File: src/false_color_key_interpolator_core_macros.svh
// ----------------------------------------------------------------------------
// false color key interpolator assertion macros
// shared assertion wrappers, clocked on clk and disabled during reset
// ----------------------------------------------------------------------------
`ifndef FALSE_COLOR_KEY_INTERPOLATOR_CORE_MACROS_SVH
`define FALSE_COLOR_KEY_INTERPOLATOR_CORE_MACROS_SVH

// property holds at every clock edge out of reset
`define FCKI_ASSERT(lbl, prop, msg) \
	lbl: assert property (@(posedge clk) disable iff (!arst_n) (prop)) else $error(msg);

// condition implies a consequence in the next cycle
`define FCKI_ASSERT_NEXT(lbl, pre, post, msg) \
	lbl: assert property (@(posedge clk) disable iff (!arst_n) (pre) |=> (post)) else $error(msg);

`endif

File: src/fcki_pkg.sv
// ----------------------------------------------------------------------------
// fcki_pkg
// types, constants and log2 helpers for the false color key interpolator
// ----------------------------------------------------------------------------
package fcki_pkg;

	localparam int KEY_COUNT       = 5;
	localparam int VALUE_FRAC_BITS = 16;
	localparam int FRAC_W          = 16;
	localparam int LOG_ROUNDS      = 16;
	localparam int M_W             = 34;
	localparam int DD_W            = 33;
	localparam int DR_W            = 34;
	localparam int Q_W             = 17;
	localparam int COLOR_W         = 24;
	localparam int CFG_W           = 64;
	localparam int IDX_W           = 3;
	localparam int KIDX_W          = 3;

	localparam logic [IDX_W-1:0] REG_LOG_MODE  = 3'd0;
	localparam logic [IDX_W-1:0] REG_KEYS_01   = 3'd1;
	localparam logic [IDX_W-1:0] REG_KEYS_23   = 3'd2;
	localparam logic [IDX_W-1:0] REG_KEY_4     = 3'd3;
	localparam logic [IDX_W-1:0] REG_COLORS_01 = 3'd4;
	localparam logic [IDX_W-1:0] REG_COLORS_23 = 3'd5;
	localparam logic [IDX_W-1:0] REG_COLOR_4   = 3'd6;

	// log of zero sits below the log of any nonzero value
	localparam logic signed [M_W-1:0] LOG_ZERO = M_W'(-(VALUE_FRAC_BITS + 1) * 65536);

	typedef enum logic [1:0] {
		KL_IDLE,
		KL_NORM,
		KL_ROUND
	} kl_state_t;

	typedef struct packed {
		logic        zero;
		logic [4:0]  p;
		logic [31:0] mant;
	} log_norm_t;

	typedef struct packed {
		logic        fbit;
		logic [31:0] mant;
	} log_round_t;

	typedef struct packed {
		logic              valid;
		logic [31:0]       v;
		logic              zero;
		logic [4:0]        p;
		logic [31:0]       mant;
		logic [FRAC_W-1:0] frac;
	} lp_stage_t;

	typedef struct packed {
		logic                  valid;
		logic                  err;
		logic signed [M_W-1:0] m;
	} map_t;

	typedef struct packed {
		logic               valid;
		logic               err;
		logic [COLOR_W-1:0] ca;
		logic [COLOR_W-1:0] cb;
		logic [DR_W-1:0]    r;
		logic [DD_W-1:0]    d;
		logic [Q_W-1:0]     q;
	} div_stage_t;

	// msb position and Q1.31 mantissa
	function automatic log_norm_t log_norm(input logic [31:0] v);
		log_norm_t r;
		r.zero = (v == 32'd0);
		r.p = 5'd0;
		for (int i = 0; i < 32; i++) begin
			if (v[i]) r.p = 5'(i);
		end
		r.mant = v << (5'd31 - r.p);
		return r;
	endfunction

	// one squaring round, one fraction bit
	function automatic log_round_t log_round(input logic [31:0] mant);
		logic [63:0] prod;
		log_round_t  r;
		prod = 64'(mant) * 64'(mant);
		r.fbit = prod[63];
		r.mant = prod[63] ? prod[63:32] : prod[62:31];
		return r;
	endfunction

	function automatic logic signed [M_W-1:0] log_value(input logic [4:0] p,
		input logic [FRAC_W-1:0] frac);
		logic signed [M_W-1:0] e;
		e = $signed(M_W'({1'b0, p})) - M_W'(VALUE_FRAC_BITS);
		return (e <<< FRAC_W) + $signed(M_W'(frac));
	endfunction

endpackage

File: src/fcki_key_log.sv
// ----------------------------------------------------------------------------
// fcki_key_log
// iterative log2 of the five keys, one squaring round per cycle
// ----------------------------------------------------------------------------
module fcki_key_log (
	input  logic                         clk,
	input  logic                         arst_n,
	input  logic                         restart,
	input  logic [31:0]                  key_raw [fcki_pkg::KEY_COUNT],
	output logic signed [fcki_pkg::M_W-1:0] key_log [fcki_pkg::KEY_COUNT],
	output logic                         busy
);

	fcki_pkg::kl_state_t state_q, state_d;
	logic [fcki_pkg::KIDX_W-1:0] key_idx_q;
	logic [3:0]                  round_q;
	logic [31:0]                 mant_q;
	logic [fcki_pkg::FRAC_W-1:0] frac_q;
	logic [4:0]                  p_q;
	logic                        zero_q;
	logic signed [fcki_pkg::M_W-1:0] klog_q [fcki_pkg::KEY_COUNT];
	logic                        last_round;
	logic                        last_key;
	fcki_pkg::log_round_t        rnd;
	fcki_pkg::log_norm_t         nrm;
	logic [fcki_pkg::FRAC_W-1:0] frac_next;

	always_comb begin
		last_round = (round_q == 4'(fcki_pkg::LOG_ROUNDS - 1));
		last_key   = (key_idx_q == fcki_pkg::KIDX_W'(fcki_pkg::KEY_COUNT - 1));
		rnd        = fcki_pkg::log_round(mant_q);
		nrm        = fcki_pkg::log_norm(key_raw[key_idx_q]);
		frac_next  = {frac_q[fcki_pkg::FRAC_W-2:0], rnd.fbit};
		state_d    = state_q;
		unique case (state_q)
			fcki_pkg::KL_IDLE: state_d = fcki_pkg::KL_IDLE;
			fcki_pkg::KL_NORM: state_d = fcki_pkg::KL_ROUND;
			fcki_pkg::KL_ROUND: begin
				if (last_round) state_d = last_key ? fcki_pkg::KL_IDLE : fcki_pkg::KL_NORM;
			end
			default: state_d = fcki_pkg::KL_IDLE;
		endcase
		if (restart) state_d = fcki_pkg::KL_NORM;
	end

	always_ff @(posedge clk or negedge arst_n) begin
		if (!arst_n) begin
			state_q   <= fcki_pkg::KL_NORM;
			key_idx_q <= '0;
			round_q   <= '0;
		end else begin
			state_q <= state_d;
			if (restart) begin
				key_idx_q <= '0;
			end else if (state_q == fcki_pkg::KL_ROUND && last_round && !last_key) begin
				key_idx_q <= key_idx_q + 1'b1;
			end
			if (state_q == fcki_pkg::KL_ROUND) round_q <= round_q + 1'b1;
			else round_q <= '0;
		end
	end

	always_ff @(posedge clk) begin
		if (state_q == fcki_pkg::KL_NORM) begin
			mant_q <= nrm.mant;
			p_q    <= nrm.p;
			zero_q <= nrm.zero;
			frac_q <= '0;
		end else if (state_q == fcki_pkg::KL_ROUND) begin
			mant_q <= rnd.mant;
			frac_q <= frac_next;
			if (last_round) begin
				klog_q[key_idx_q] <= zero_q ? fcki_pkg::LOG_ZERO
					: fcki_pkg::log_value(p_q, frac_next);
			end
		end
	end

	assign key_log = klog_q;
	assign busy    = (state_q != fcki_pkg::KL_IDLE);

endmodule

File: config.mk
export PLATFORM = sky130hd
export DESIGN_NAME = fcki_key_log
export DESIGN_NICKNAME = d
export VERILOG_FILES = /design/src/false_color_key_interpolator_core_macros.svh /design/src/fcki_pkg.sv /design/src/fcki_key_log.sv
export SDC_FILE = /design/constraint.sdc
export NUM_CORES = 2
export LEC_CHECK = 0
export ABC_AREA = 0
export BUFFER_PORTS_ARGS = -buffer_cell sky130_fd_sc_hd__buf_2
export CORE_ASPECT_RATIO = 1.5
export CORE_UTILIZATION = 25
export CTS_CLUSTER_SIZE = 25
export DETAILED_ROUTE_END_ITERATION = 8
export GPL_ROUTABILITY_DRIVEN = 0
export GPL_TIMING_DRIVEN = 1
export PLACE_DENSITY = 0.4
export SYNTH_ARGS = -nofsm -noshare
export SYNTH_HDL_FRONTEND = slang
export SYNTH_SLANG_ARGS = --single-unit
File: constraint.sdc
create_clock -name clk -period 16.53 [get_ports clk]
set_input_delay 1.653 -clock clk [delete_from_list [all_inputs] [get_ports clk]]
set_output_delay 1.653 -clock clk [all_outputs]
set_load 0.02 [all_outputs]
---- Yosys cells after proc, flatten, opt, wreduce, memory -nomap -nowiden ----
Index checks and enable logic that the tools add are counted.
cells by class
  muxes and demuxes ....................... 48
  add/sub/neg operators ................... 5
  bitwise logic cells ..................... 2
  shift-type cells ........................ 1
  $mul .................................... 1
  eq/ne operators ......................... 5
  $lt $le $gt $ge ......................... 2
  reduce and logical (&&, ||, !) cells .... 9
operators with widths
  cell                                                                          number
  170-bit bitwise mux                                                           1
  32-bit two-way mux                                                            5
  5-bit two-way mux                                                             28
  34-bit demux with 3-bit select                                                1
  32-bit binary-select mux with 3-bit select                                    1
  34-bit two-way mux                                                            2
  32-bit by 32-bit multiplier with 64-bit output                                1
  32-bit logical NOT                                                            1
  32-bit by 5-bit left shift with 32-bit output                                 1
  22-bit by 17-bit adder with 23-bit output                                     1
  2-bit two-way mux                                                             4
  3-bit two-way mux                                                             2
  2-bit nonzero test                                                            3
  5-bit by 5-bit subtractor with 6-bit output, second input constant            1
  5-bit subtractor, first input constant                                        1
  4-bit by 1-bit adder with 4-bit output, second input constant                 1
  4-bit equality test, second input constant                                    1
  4-bit >= comparator, second input constant                                    1
  4-bit by 1-bit less-than comparator with 1-bit output, second input constant  1
  4-bit two-way mux                                                             1
  3-bit NOT with 4-bit output                                                   1
  2-bit one-hot mux with 2 select lines                                         1
  3-bit by 1-bit adder with 3-bit output, second input constant                 1
  3-bit equality test, second input constant                                    1
  8 further kinds                                                               11
storage, ports and cells
  bits of input ports ..................... 163
  word-level logic and storage cells ...... 85
  output and inout bits ................... 171
  register bits after elaboration ......... 232

---- Depth between registers and ports, before layout ----
  depth in word-level cells ............... 38
  gate-level depth with buffers ........... 34
  mapped depth without buffers ............ 29

---- Worst setup path before layout ----
OpenSTA, ideal clock, no wires.
  path type ............................... reg2reg
  start point ............................. reg mant_q[4]
  end point ............................... reg mant_q[20], data pin
  path buffers ............................ 3
  cell stages (with the launch flop) ...... 29
  arrival time ............................ 8.178 ns
  path slack .............................. 8.089 ns
  data required time ...................... 16.267 ns
  period minus slack after synthesis ...... 8.441 ns
  setup time .............................. 0.263 ns
  path through ............................ edfxtp_1 -> clkbuf_1 -> clkbuf_1 -> nand2_1 -> fa_1 -> inv_1 -> fa_1 -> fa_1 -> inv_1 -> fa_1 -> inv_1 -> fa_1 -> fa_1 -> fa_1 -> fa_1 -> ha_1 -> a22o_1 -> or4_1 -> a221o_1 -> a221oi_1 -> a21oi_1 -> o2111ai_1 -> a211o_1 -> o211a_1 -> xnor2_1 -> buf_2 -> mux2i_1 -> nor2_1 -> a2111o_1
on the way
  word-level cells in the longest chain between the ends .. 4
RTL lines
  item                                            line                source
  from (decl)                                     fcki_key_log.sv:17  logic [31:0] mant_q;
  from (signal assigned)                          fcki_key_log.sv:65  mant_q <= nrm.mant;
  from (signal assigned)                          fcki_key_log.sv:70  mant_q <= rnd.mant;
  32-bit by 32-bit multiplier with 64-bit output  fcki_pkg.sv:89      prod = 64'(mant) * 64'(mant);
  32-bit two-way mux                              fcki_pkg.sv:91      r.mant = prod[63] ? prod[63:32] : prod[62:31];
  32-bit two-way mux                              fcki_key_log.sv:69  end else if (state_q == fcki_pkg::KL_ROUND) begin
  32-bit two-way mux                              fcki_key_log.sv:64  if (state_q == fcki_pkg::KL_NORM) begin
No other way between the ends. The select of a mux whose other input is x is not followed.
A chain may end at the register's enable or synchronous reset.

---- Final worst setup path ----
  start point ............................. reg mant_q[15]
  end point ............................... reg mant_q[24], data pin
Same word-level chain as after synthesis.

==> flow_summary.json <==
{
  "antenna_found_initial": 4,
  "cts_setup_buffers": 0,
  "grt-ovfl-total": 0,
  "path_clk_slew_ns": 0.09,
  "io_buffers": 333,
  "grt_pass1_wl_um": 194900,
  "yosys_warnings": 0,
  "io_pins": 334,
  "wl_um": 129000,
  "ff2ff_setup_slack_ns": 5.82,
  "rsz0062_at_grt": "no",
  "syn_nets": 5093,
  "start_util_pct": 25.27,
  "fill_cells": 16180,
  "yosysTopAreaCellShare_pct": 42.50,
  "hold_class": "register to register",
  "pre_cts_ws_ns": 5.832,
  "cp-endpoint": "mant_q[24]",
  "synth_flop_cell": "edfxtp_1",
  "final_cell_mix": "inv_1, fa_1, nand2_1, buf_2, ha_1",
  "syn-cell-area_mm2": 0.03801,
  "synth_area_leader_cell": "fa_1",
  "setup_slack_ns": 5.819,
  "ant_nets": 0,
  "relSlewSlack_pct": 5.164,
  "cp-start-kind": "register",
  "cts_buffers": 17,
  "cts_resized": 0,
  "grt_pass1_vias": 30720,
  "diodes": 0,
  "place_area_mm2": 0.04148,
  "drv_slew": 0,
  "finalInstanceArea_mm2": 0.04208,
  "num_rows": 174,
  "clock_path_buffers": 2,
  "grtUsageTotal_pct": 17.13,
  "cap_violations": 0,
  "die_h_um": 479.6,
  "cts_tree": "yes",
  "synth_seq_cells": 172,
  "grt_max_degree": 60,
  "max_freq_ghz": 0.09336,
  "area_delta_synth_final_pct": 10.71,
  "worst_slew_pin_slew_ns": 1.423,
  "finClkSkew_ns": 0.02099,
  "dp_hpwl_um": 104100,
  "rr_startpoint": "mant_q[15]",
  "synthArstFlopShare_pct": 5.233,
  "insertion_delay_ns": 0.45,
  "nets": 5273,
  "fp.coreArea_mm2": 0.1504,
  "critPathCaptureType": "register",
  "setup_viol": 0,
  "cts.sinks": 172,
  "wire_per_inst_um": 21.26,
  "drc_errors": 0,
  "fin_crit_ns": 10.71,
  "routed-via-count": 26840,
  "crit_type": "register to register",
  "root_buffer": "clkbuf_16",
  "reg2regPathDepth": 27,
  "layout_commonest_cell": "inv_1",
  "hold_buffers": 0,
  "drive_above_1_share_pct": 11.95,
  "drtIter0Drc": 1180,
  "tns_ns": 0,
  "die_w_um": 320.4,
  "synth.area.top_cells": "fa_1, edfxtp_1, inv_1",
  "hold_path_startpoint": "round_q[0]",
  "die_area_mm2": 0.1536,
  "path_max_fanout": 39,
  "arrival_ns": 10.89,
  "hold_viol_final": 0,
  "ys_types": 90,
  "viasPerCell": 4.424,
  "avgSynthCellArea_um2": 9.873,
  "yosysSeqAreaShare_pct": 13.08,
  "status": "complete, no violations",
  "fin_crit_sh_pct": 64.80,
  "cts-htree-levels": 4,
  "synth_edf_count": 148,
  "cp.required_ns": 16.70,
  "drt_pre_antenna_iters": 6,
  "crit_start": "mant_q[15]",
  "syn_inst": 3850,
  "r2r-end": "mant_q[24]"
}
==> flip-flops by register name, summed over array words and instances, names as in the netlist <==
name	count
zero_q	1
frac_q	15
key_log	110
round_q	4
state_q	2
mant_q	32
p_q	5
key_idx_q	3
==> worst max-delay path, cell delays in order (launching register included) <==
cell	delay, ns
edfxtp_1	0.32
buf_4	0.47
clkinv_1	0.60
nor2_1	0.38
fa_1	0.50
fa_1	0.52
inv_1	0.05
fa_1	0.50
inv_1	0.05
fa_1	0.46
fa_1	0.51
fa_1	0.57
fa_1	0.43
fa_1	0.45
ha_1	0.32
a22o_1	0.22
a2111oi_0	0.71
and4b_1	0.29
a221oi_1	0.71
a21oi_1	0.28
o2111ai_1	0.33
a211o_1	0.22
o211a_1	0.18
xnor2_2	0.11
buf_4	0.49
mux2i_1	0.26
nor2_1	0.05
or4_1	0.42
==> area by class of cell <==
type / count / area, um^2 / area share (%)
tap: 2024 / 2532 / 6.018
multi-input combinational: 2519 / 28400 / 67.49
clock buffer: 17 / 425.4 / 1.011
inverter: 935 / 3510 / 8.340
sequential: 172 / 4977 / 11.83
clock inverter: 15 / 181.4 / 0.4311
timing repair buffer: 385 / 2057 / 4.888
==> worst min path at each step <==
| stage | end | slack, ns | cells past startpoint |
|---|---|---|---|
| after floorplan | round_q[0] | 0.43 | 1 |
| after global placement | round_q[0] | 0.46 | 1 |
| after detailed placement | round_q[0] | 0.47 | 1 |
| after CTS | round_q[0] | 0.48 | 1 |
| after global routing | round_q[0] | 0.50 | 1 |
| final | round_q[0] | 0.47 | 1 |
==> per-stage QoR <==
| stage | std cells | utilization (%) | hold slack (ns) |
|---|---|---|---|
| after floorplan | 3850 | - | 0.4321 |
| after global placement | 6035 | 27.57 | 0.4617 |
| after detailed placement | 6035 | 27.57 | 0.4658 |
| after CTS | 6067 | 27.97 | 0.4777 |
| after global routing | 6067 | 27.97 | 0.5040 |
| final | 6067 | 27.97 | 0.4676 |
==> cells by family (layout without fill, tap and decap cells) <==
kind of cell    after synthesis  count (layout)  share of synthesized area (%)
flops                       172             172                          13.08
simple gates                846             846                          10.70
xor+xnor                     52              52                          1.198
fa+ha+maj                  1080            1080                          51.49
compound gates              386             386                          6.929
mux                         155             155                          4.266
buf+inv                    1159            1352                          12.34
==> cell usage after synthesis, drive strengths merged (7+ instances only) <==
cell	number
nor2b	36
o2111ai	7
edfxtp	148
xor2	23
buf	101
nand2b	16
nor3	18
o22ai	18
a21o	36
a221oi	7
xnor2	29
nand3b	9
o21ai	70
nand3	30
o221ai	10
fa	807
o32ai	10
nand4	14
a22oi	15
inv	932
nand2	361
a2bb2oi	8
ha	273
mux2	34
dfxtp	15
a21oi	102
or2	11
nor4	8
o211ai	12
o21bai	8
and2	186
a211oi	22
clkbuf	123
mux2i	120
nor2	130
dfrtp	8
==> per-layer routing <==
layer	vias to the layer above	track usage, %	wire length, um
li1	12170	-	-
met1	13940	18.09	45610
met2	623	35.36	75890
met3	110	1.366	4051
met4	0	4.581	3417
met5	-	0	0
Power is not shown: default switching activity piles up to over one toggle a cycle in this logic, so the estimate is an artifact.
