**src/false_color_key_interpolator_core_macros.svh**
```systemverilog
// ----------------------------------------------------------------------------
// false color key interpolator assertion macros
// shared assertion wrappers, clocked on clk and disabled during reset
// ----------------------------------------------------------------------------
`ifndef FALSE_COLOR_KEY_INTERPOLATOR_CORE_MACROS_SVH
`define FALSE_COLOR_KEY_INTERPOLATOR_CORE_MACROS_SVH

// property holds at every clock edge out of reset
`define FCKI_ASSERT(lbl, prop, msg) \
	lbl: assert property (@(posedge clk) disable iff (!arst_n) (prop)) else $error(msg);

// condition implies a consequence in the next cycle
`define FCKI_ASSERT_NEXT(lbl, pre, post, msg) \
	lbl: assert property (@(posedge clk) disable iff (!arst_n) (pre) |=> (post)) else $error(msg);

`endif

```
**src/fcki_pkg.sv**
```systemverilog
// ----------------------------------------------------------------------------
// fcki_pkg
// types, constants and log2 helpers for the false color key interpolator
// ----------------------------------------------------------------------------
package fcki_pkg;

	localparam int KEY_COUNT       = 5;
	localparam int VALUE_FRAC_BITS = 16;
	localparam int FRAC_W          = 16;
	localparam int LOG_ROUNDS      = 16;
	localparam int M_W             = 34;
	localparam int DD_W            = 33;
	localparam int DR_W            = 34;
	localparam int Q_W             = 17;
	localparam int COLOR_W         = 24;
	localparam int CFG_W           = 64;
	localparam int IDX_W           = 3;
	localparam int KIDX_W          = 3;

	localparam logic [IDX_W-1:0] REG_LOG_MODE  = 3'd0;
	localparam logic [IDX_W-1:0] REG_KEYS_01   = 3'd1;
	localparam logic [IDX_W-1:0] REG_KEYS_23   = 3'd2;
	localparam logic [IDX_W-1:0] REG_KEY_4     = 3'd3;
	localparam logic [IDX_W-1:0] REG_COLORS_01 = 3'd4;
	localparam logic [IDX_W-1:0] REG_COLORS_23 = 3'd5;
	localparam logic [IDX_W-1:0] REG_COLOR_4   = 3'd6;

	// log of zero sits below the log of any nonzero value
	localparam logic signed [M_W-1:0] LOG_ZERO = M_W'(-(VALUE_FRAC_BITS + 1) * 65536);

	typedef enum logic [1:0] {
		KL_IDLE,
		KL_NORM,
		KL_ROUND
	} kl_state_t;

	typedef struct packed {
		logic        zero;
		logic [4:0]  p;
		logic [31:0] mant;
	} log_norm_t;

	typedef struct packed {
		logic        fbit;
		logic [31:0] mant;
	} log_round_t;

	typedef struct packed {
		logic              valid;
		logic [31:0]       v;
		logic              zero;
		logic [4:0]        p;
		logic [31:0]       mant;
		logic [FRAC_W-1:0] frac;
	} lp_stage_t;

	typedef struct packed {
		logic                  valid;
		logic                  err;
		logic signed [M_W-1:0] m;
	} map_t;

	typedef struct packed {
		logic               valid;
		logic               err;
		logic [COLOR_W-1:0] ca;
		logic [COLOR_W-1:0] cb;
		logic [DR_W-1:0]    r;
		logic [DD_W-1:0]    d;
		logic [Q_W-1:0]     q;
	} div_stage_t;

	// msb position and Q1.31 mantissa
	function automatic log_norm_t log_norm(input logic [31:0] v);
		log_norm_t r;
		r.zero = (v == 32'd0);
		r.p = 5'd0;
		for (int i = 0; i < 32; i++) begin
			if (v[i]) r.p = 5'(i);
		end
		r.mant = v << (5'd31 - r.p);
		return r;
	endfunction

	// one squaring round, one fraction bit
	function automatic log_round_t log_round(input logic [31:0] mant);
		logic [63:0] prod;
		log_round_t  r;
		prod = 64'(mant) * 64'(mant);
		r.fbit = prod[63];
		r.mant = prod[63] ? prod[63:32] : prod[62:31];
		return r;
	endfunction

	function automatic logic signed [M_W-1:0] log_value(input logic [4:0] p,
		input logic [FRAC_W-1:0] frac);
		logic signed [M_W-1:0] e;
		e = $signed(M_W'({1'b0, p})) - M_W'(VALUE_FRAC_BITS);
		return (e <<< FRAC_W) + $signed(M_W'(frac));
	endfunction

endpackage

```
**src/fcki_div_pipe.sv**
```systemverilog
// ----------------------------------------------------------------------------
// fcki_div_pipe
// restoring divider, one quotient bit per stage, seventeen stages
// ----------------------------------------------------------------------------
`include "false_color_key_interpolator_core_macros.svh"

module fcki_div_pipe (
	input  logic                 clk,
	input  logic                 arst_n,
	input  logic                 adv,
	input  fcki_pkg::div_stage_t din,
	output fcki_pkg::div_stage_t dout
);

	fcki_pkg::div_stage_t div_s [fcki_pkg::Q_W];
	fcki_pkg::div_stage_t div_d [fcki_pkg::Q_W];
	fcki_pkg::div_stage_t src;
	logic [fcki_pkg::DR_W-1:0] rr;
	logic                      qb;

	always_comb begin
		src = '0;
		rr  = '0;
		qb  = 1'b0;
		for (int k = 0; k < fcki_pkg::Q_W; k++) begin
			src = (k == 0) ? din : div_s[k-1];
			// first stage takes the integer bit, no shift
			rr  = (k == 0) ? src.r : (src.r << 1);
			qb  = (rr >= fcki_pkg::DR_W'(src.d));
			div_d[k]   = src;
			div_d[k].r = qb ? (rr - fcki_pkg::DR_W'(src.d)) : rr;
			div_d[k].q = {src.q[fcki_pkg::Q_W-2:0], qb};
		end
	end

	always_ff @(posedge clk or negedge arst_n) begin
		if (!arst_n) begin
			for (int k = 0; k < fcki_pkg::Q_W; k++) div_s[k].valid <= 1'b0;
		end else if (adv) begin
			for (int k = 0; k < fcki_pkg::Q_W; k++) div_s[k] <= div_d[k];
		end
	end

	assign dout = div_s[fcki_pkg::Q_W-1];

	`FCKI_ASSERT(a_div_rem_below, (!div_s[0].valid || div_s[0].r < fcki_pkg::DR_W'(div_s[0].d)), "divider first stage remainder not below divisor")

endmodule

```
**config.mk**
```make
export PLATFORM = sky130hd
export DESIGN_NAME = fcki_div_pipe
export DESIGN_NICKNAME = d
export VERILOG_FILES = /design/src/fcki_pkg.sv /design/src/fcki_div_pipe.sv
export VERILOG_INCLUDE_DIRS = /design/src /design/src/src
export SDC_FILE = /design/constraint.sdc
export NUM_CORES = 2
export LEC_CHECK = 0
export ABC_AREA = 1
export BUFFER_PORTS_ARGS = -buffer_cell sky130_fd_sc_hd__buf_2
export CAP_MARGIN = 20
export CELL_PAD_IN_SITES_DETAIL_PLACEMENT = 1
export CELL_PAD_IN_SITES_GLOBAL_PLACEMENT = 2
export CORE_MARGIN = 5
export CORE_UTILIZATION = 40
export CTS_BUF_LIST = sky130_fd_sc_hd__clkbuf_4 sky130_fd_sc_hd__clkbuf_8
export DETAILED_ROUTE_END_ITERATION = 10
export PLACE_DENSITY = 0.79
export RECOVER_POWER = 100
export SLEW_MARGIN = 20
export SYNTH_ARGS = -nofsm -noshare
export SYNTH_HDL_FRONTEND = slang
export SYNTH_SLANG_ARGS = --single-unit
```
**constraint.sdc**
```tcl
create_clock -name clk -period 5.6 [get_ports clk]
set_input_delay 0.28 -clock clk [delete_from_list [all_inputs] [get_ports clk]]
set_output_delay 0.28 -clock clk [all_outputs]
set_load 0.01 [all_outputs]
```
* Word level (Yosys, flattened, before mapping)
Index checks and enable logic that the tools add are counted.
** Cells by class
- Reductions and logical operators :: 1
- Muxes and demuxes :: 17
- Add/sub/neg operators :: 17
- $lt $le $gt $ge :: 17
** Operator list (count)
- greater-or-equal comparator 34 x 33 -> 1 bit :: 17
- 2-to-1 mux 33 bit :: 16
- subtractor 33 bit :: 16
- 2-to-1 mux 34 bit :: 1
- subtractor 34 x 33 -> 34 bit :: 1
- AND reduction 2 bit :: 1
** Word-level totals
- Bits of input ports :: 137
- Logic and storage cells :: 187
- Flip-flop bits (word level) :: 2126

* Depth between registers and ports, before layout
- Depth in word-level cells :: 2
- Depth in mapped cells :: 17
- Gate-level depth less buffers :: 16

* Worst setup path before layout
Ideal clock, no wire load.
- Path type :: input-to-reg
- From :: input port adv
- To :: register div_d[100] (netlist name)
- Arrival :: 41488 ps
- Buffers on the path :: 2
- Stages on the path :: 4
- Setup slack :: -38320 ps
- Cells stage by stage :: clkbuf_1 -> clkbuf_1 -> nand2_1 -> inv_1
** Between the ends
- Word-level cells in the longest chain between the ends :: 1
** RTL lines
- from (decl) :: RTL line fcki_div_pipe.sv:10 : input logic adv,
- AND reduction 2 bit (no line)
No other way between the ends.
A chain may end at the register's enable or synchronous reset.

* Worst setup path in the final report
- From :: input port adv
- To :: register div_d[113] (netlist name)
** Between the ends
- Word-level cells in the longest chain between the ends :: 1
** RTL lines
- AND reduction 2 bit (no line)
No other way between the ends.

==> results.md <==
Floorplan:
- The width of the die is 549.3 µm.
- For this configuration, the core starts out at a cell density of 0.4007.
- 271 I/O pins were placed.
- The die covers 301,700 µm².
- The floorplan has 198 rows.
- The die is 549.3 µm tall.
- In this run the standard cell core region covers 290,300 µm².

Place:
- At the end of routability-driven placement, the weighted congestion stood at 0.9153.
- The worst setup timing slack at the placement stage is 1.956 ns.
- The quantity of I/O buffers inserted on ports is 253.
- The estimated wirelength of the detail-placed design is 297.0 mm.

Clocking:
- The post-cts sizing count is 0.
- The number of buffers created by CTS is 367.
- CTS placed an instance of sky130_fd_sc_hd__clkbuf_8 at the clock tree root.
- The clock net in this run drives a total of 2,126 sinks.
- The number of hold buffers added after cts is 224.
- The later pin in the worst-skew pair is clocked with a latency of 1.12 ns.
- TritonCTS built the clock tree.
- The worst-case clock buffer depth is 4.
- Post-CTS timing repair inserted 0 buffers for setup.
- Clock-pin slew was measured on the worst setup and hold paths at 0.06 ns.
- The H-tree generated during clock tree synthesis spans 5 levels.

Drt:
- For this block, the initial DRC count from the detailed router was 6,332.
- The number of search-and-repair iterations in the first detailed-routing pass is 5.
- Wires add up to 380.9 mm.
- The wire length the detailed router placed on met1 is 182.7 mm.
- The wire length per cell is 21.18 µm.
- The detailed router placed 89,430 vias in this run.
- The sum of met2 wire segment lengths after detailed routing is 171.2 mm.
- The detailed router used layers up to and including met4.
- The DRC violation count after routing is 0.
- The via density per instance is 4.973.
- The number of nets still failing antenna checks after routing is 0.
- The met3 wirelength from detailed routing is 17.91 mm.

Timing:
- Between clock sinks in the finished design, the worst skew comes to 0.1128 ns.
- Setup repair after global routing left no endpoint under its margin.
- Summed over all failing endpoints, the final setup total negative slack is 0 ns.
- The slew at the pin with the worst max-slew slack is 3.369 ns.
- The ratio of final minimum period to clock period is 0.8030.
- The count of endpoints failing setup in the final report is 0.
- The number of slew-limit violations in the final report came to 1,263.
- In the post-route analysis, the smallest setup slack over all paths is 1.103 ns.
- The number of hold-slack violations in the final timing report is 0.
- Based on the critical path, the design can be clocked at up to 222.4 MHz.
- Subtracting the final worst setup slack from the clock period gives 4.497 ns.
- The worst slew margin relative to its limit is -1.246.

Logic synthesis:
- Sorting the synthesized cells by how often they occur yields sky130_fd_sc_hd__nand2_1 (4,718), sky130_fd_sc_hd__inv_1 (2,205), sky130_fd_sc_hd__edfxtp_1 (2,109).
- The share of the synthesized area in compound gates (AO/OA/AOI/OAI) came to 0.03087.
- After synthesis, the netlist uses 40 different library cells.
- The flip-flop cell with the highest count after synthesis is sky130_fd_sc_hd__edfxtp_1.
- The post-synthesis share of cell area spent on xor and xnor gates is 0.02093.
- Of the total synthesized cell area, the portion taken by AND, OR, NAND and NOR gates is 0.2475.
- The gate count of the mapped netlist is 13,150.
- The synthesized design contains 2,109 enable-type register cells.
- The async set or reset register ratio after synthesis is 0.007996.
- The average instance area after synthesis is 8.849 µm².
- The count of state elements after synthesis is 2,126.
- By area, the combinational part of the netlist is dominated by simple AND/OR/NAND/NOR gates.
- Of the total synthesized cell area, the portion taken by full adders, half adders and majority gates is 0.06326.
- The most numerous cell in the Yosys netlist is sky130_fd_sc_hd__nand2_1.
- Of all cell types, the one taking the most synthesized area is sky130_fd_sc_hd__edfxtp_1.
- After synthesis, the share of cell area in mux cells is 0.00009679.
- Synthesis produced a netlist with a net count of 13,860.
- Yosys attributes the largest share of cell area to sky130_fd_sc_hd__edfxtp_1 (54%), sky130_fd_sc_hd__nand2_1 (15%), sky130_fd_sc_hd__inv_1 (7.1%).
- The synthesized netlist occupies a cell area of 116,300 µm².
- Of the synthesized area, sequential elements account for 0.5480.
- The share of Yosys cell area claimed by the top area cell type is 0.5444.
- The Yosys step of the flow raised 0 warnings.

Global route:
- The number of global-route vias before repair is 92,250.
- The total overflow left after global routing is 0.
- The first global-routing pass estimated 573.8 mm of wire.
- Entering global routing, the biggest net connects 135 pins.
- The number of antenna violations at the first check in global routing is 20.
- In the global route stage, overall resource usage came out at 0.2480.

Worst setup path:
- Among all stages on the critical path, the largest delay is contributed by sky130_fd_sc_hd__clkbuf_1.
- Along the worst path, the maximum fanout reaches 52.
- The kind of start point of the critical path is a primary input.
- The required time at the worst-slack endpoint is 6.24 ns.
- The critical path goes through dlygate4sd3_1 -> buf_2 -> nand2_1 -> clkinvlp_2 -> clkbuf_1 -> buf_12 -> clkbuf_2.
- The capturing element type of the critical path is a flop.
- STA puts the critical path data arrival time at 5.13 ns.
- The setup path with the least slack is of type primary input to flop.
- The peak per-stage delay on the critical path is 1.53 ns.

Power:
- The worst ir drop on vdd is 260.7 µV.
- Of the total power, registers draw 0.467.
- The fraction of power consumed by combinational cells is 0.187.
- The switching component of the power is 12.71 mW.
- Cell internal power was estimated by the tool at 28.67 mW.
- The power per standard cell area is 317.8 nW/µm².
- The switching share of power is 0.3072.
- The share of total power dissipated in the clock network is 0.346.
- The leakage power figure is 61.21 nW.

Outcome:
- The run finished, with violations left.
- The final reports fail on max-capacitance violations, max-slew violations.

Layout:
- The share of cells above drive strength 1 is 0.05807.
- The layout overhead on the synthesized area is 11.91%.
- The final net count is 14,490.

Run:
- The tool flagged a number of max-cap violations equal to 27.

Min path:
- The path type of the worst min-delay path is primary input to flop.
## flip-flops by register name (all words and copies together), names as in the netlist
register / flops
div_s: 528
dout: 134
div_d: 1464
## per-stage QoR
step	instance area [µm²]	total power, mW	hold slack, ns	utilization	instances
floorplan	116400	25.45	-0.01559	-	13150
CTS	130800	41.86	0.003725	0.4505	17970
global route	130200	43.74	0.1141	0.4484	17980
global placement	121200	27.02	0.2129	0.4175	17090
detailed placement	121200	27.20	0.2335	0.4175	17090
finish	130200	41.38	0.1823	0.4484	17980
## cells in the final DEF, fill, tap and decap left out, types with 11 or more instances in the layout
cell / Yosys / layout
sky130_fd_sc_hd__diode_2: 0 / 14
sky130_fd_sc_hd__nand3b_1: 38 / 38
sky130_fd_sc_hd__buf_12: 0 / 11
sky130_fd_sc_hd__clkinv_2: 0 / 53
sky130_fd_sc_hd__nand3_1: 969 / 983
sky130_fd_sc_hd__buf_4: 152 / 23
sky130_fd_sc_hd__inv_1: 2205 / 2204
sky130_fd_sc_hd__o21ai_0: 131 / 131
sky130_fd_sc_hd__nor2_2: 33 / 27
sky130_fd_sc_hd__xnor2_1: 25 / 25
sky130_fd_sc_hd__nand2_1: 4718 / 4741
sky130_fd_sc_hd__and2_1: 20 / 20
sky130_fd_sc_hd__clkbuf_2: 0 / 15
sky130_fd_sc_hd__nor3_1: 98 / 99
sky130_fd_sc_hd__clkbuf_8: 0 / 370
sky130_fd_sc_hd__xor2_1: 253 / 253
sky130_fd_sc_hd__o21bai_1: 66 / 66
sky130_fd_sc_hd__clkbuf_1: 4 / 198
sky130_fd_sc_hd__nor4_1: 39 / 39
sky130_fd_sc_hd__edfxtp_1: 2109 / 2109
sky130_fd_sc_hd__nand2_2: 30 / 15
sky130_fd_sc_hd__dlygate4sd3_1: 0 / 224
sky130_fd_sc_hd__clkinv_1: 0 / 93
sky130_fd_sc_hd__dfrtp_1: 17 / 17
sky130_fd_sc_hd__ha_1: 561 / 561
sky130_fd_sc_hd__bufinv_16: 0 / 15
sky130_fd_sc_hd__or2_2: 26 / 26
sky130_fd_sc_hd__fa_1: 17 / 17
sky130_fd_sc_hd__clkbuf_4: 0 / 100
sky130_fd_sc_hd__buf_2: 91 / 80
sky130_fd_sc_hd__nand4_1: 129 / 129
sky130_fd_sc_hd__a21oi_1: 453 / 454
sky130_fd_sc_hd__nor2_1: 827 / 830
## cells by family after synthesis
group | count (synthesis)
simple gates | 6990
buf+inv | 2503
flops | 2126
compound gates | 671
fa+ha+maj | 578
xor+xnor | 278
mux | 1
## final timing paths
kind	from	to	slack, ns	cells past startpoint
min in group asynchronous	arst_n	div_d[1339]$_DFFE_PN0P_	0.53	3
max reg2reg	div_s[726]$_DFFE_PP_	div_s[608]$_DFFE_PP_	1.12	13
min reg2reg	div_d[1319]$_DFFE_PP_	div_d[1185]$_DFFE_PP_	0.37	0
min	din[66]	div_s[2210]$_DFFE_PP_	0.18	4
max	adv	div_d[113]$_DFFE_PP_	1.10	7
max in group asynchronous	arst_n	div_d[937]$_DFFE_PN0P_	4.58	3
## critical path: cells and delay by family
family                 cells  cell delay (ns)
buffers and inverters      6             4.63
and+or+nand+nor            1             0.13
## final cells by class
cell class,count,area (µm²)
multi-input cells,8518,42030
fillers,34270,160100
clock inverters,190,1490
clock buffers,470,5843
inverters,2215,8315
diodes,14,35.03
well taps,3900,4880
flip-flops and latches,2126,63760
repair buffers,551,3854
## power by group through the flow
stage | Combinational [mW] | Clock (mW) | Sequential [mW]
after detailed placement | 7.57 | 0 | 19.6
final | 7.73 | 14.3 | 19.3
after floorplan | 5.30 | 0 | 20.2
after CTS | 7.75 | 14.8 | 19.3
after global routing | 8.66 | 15.7 | 19.4
after global placement | 7.42 | 0 | 19.6
## routing by layer
metal | track usage | vias up
li1 | - | 43640
met1 | 0.3605 | 43380
met2 | 0.3960 | 1937
met3 | 0.03175 | 471
met4 | 0.05765 | 0
met5 | 0 | -
Note: power is estimated with default switching activity, not from simulation.
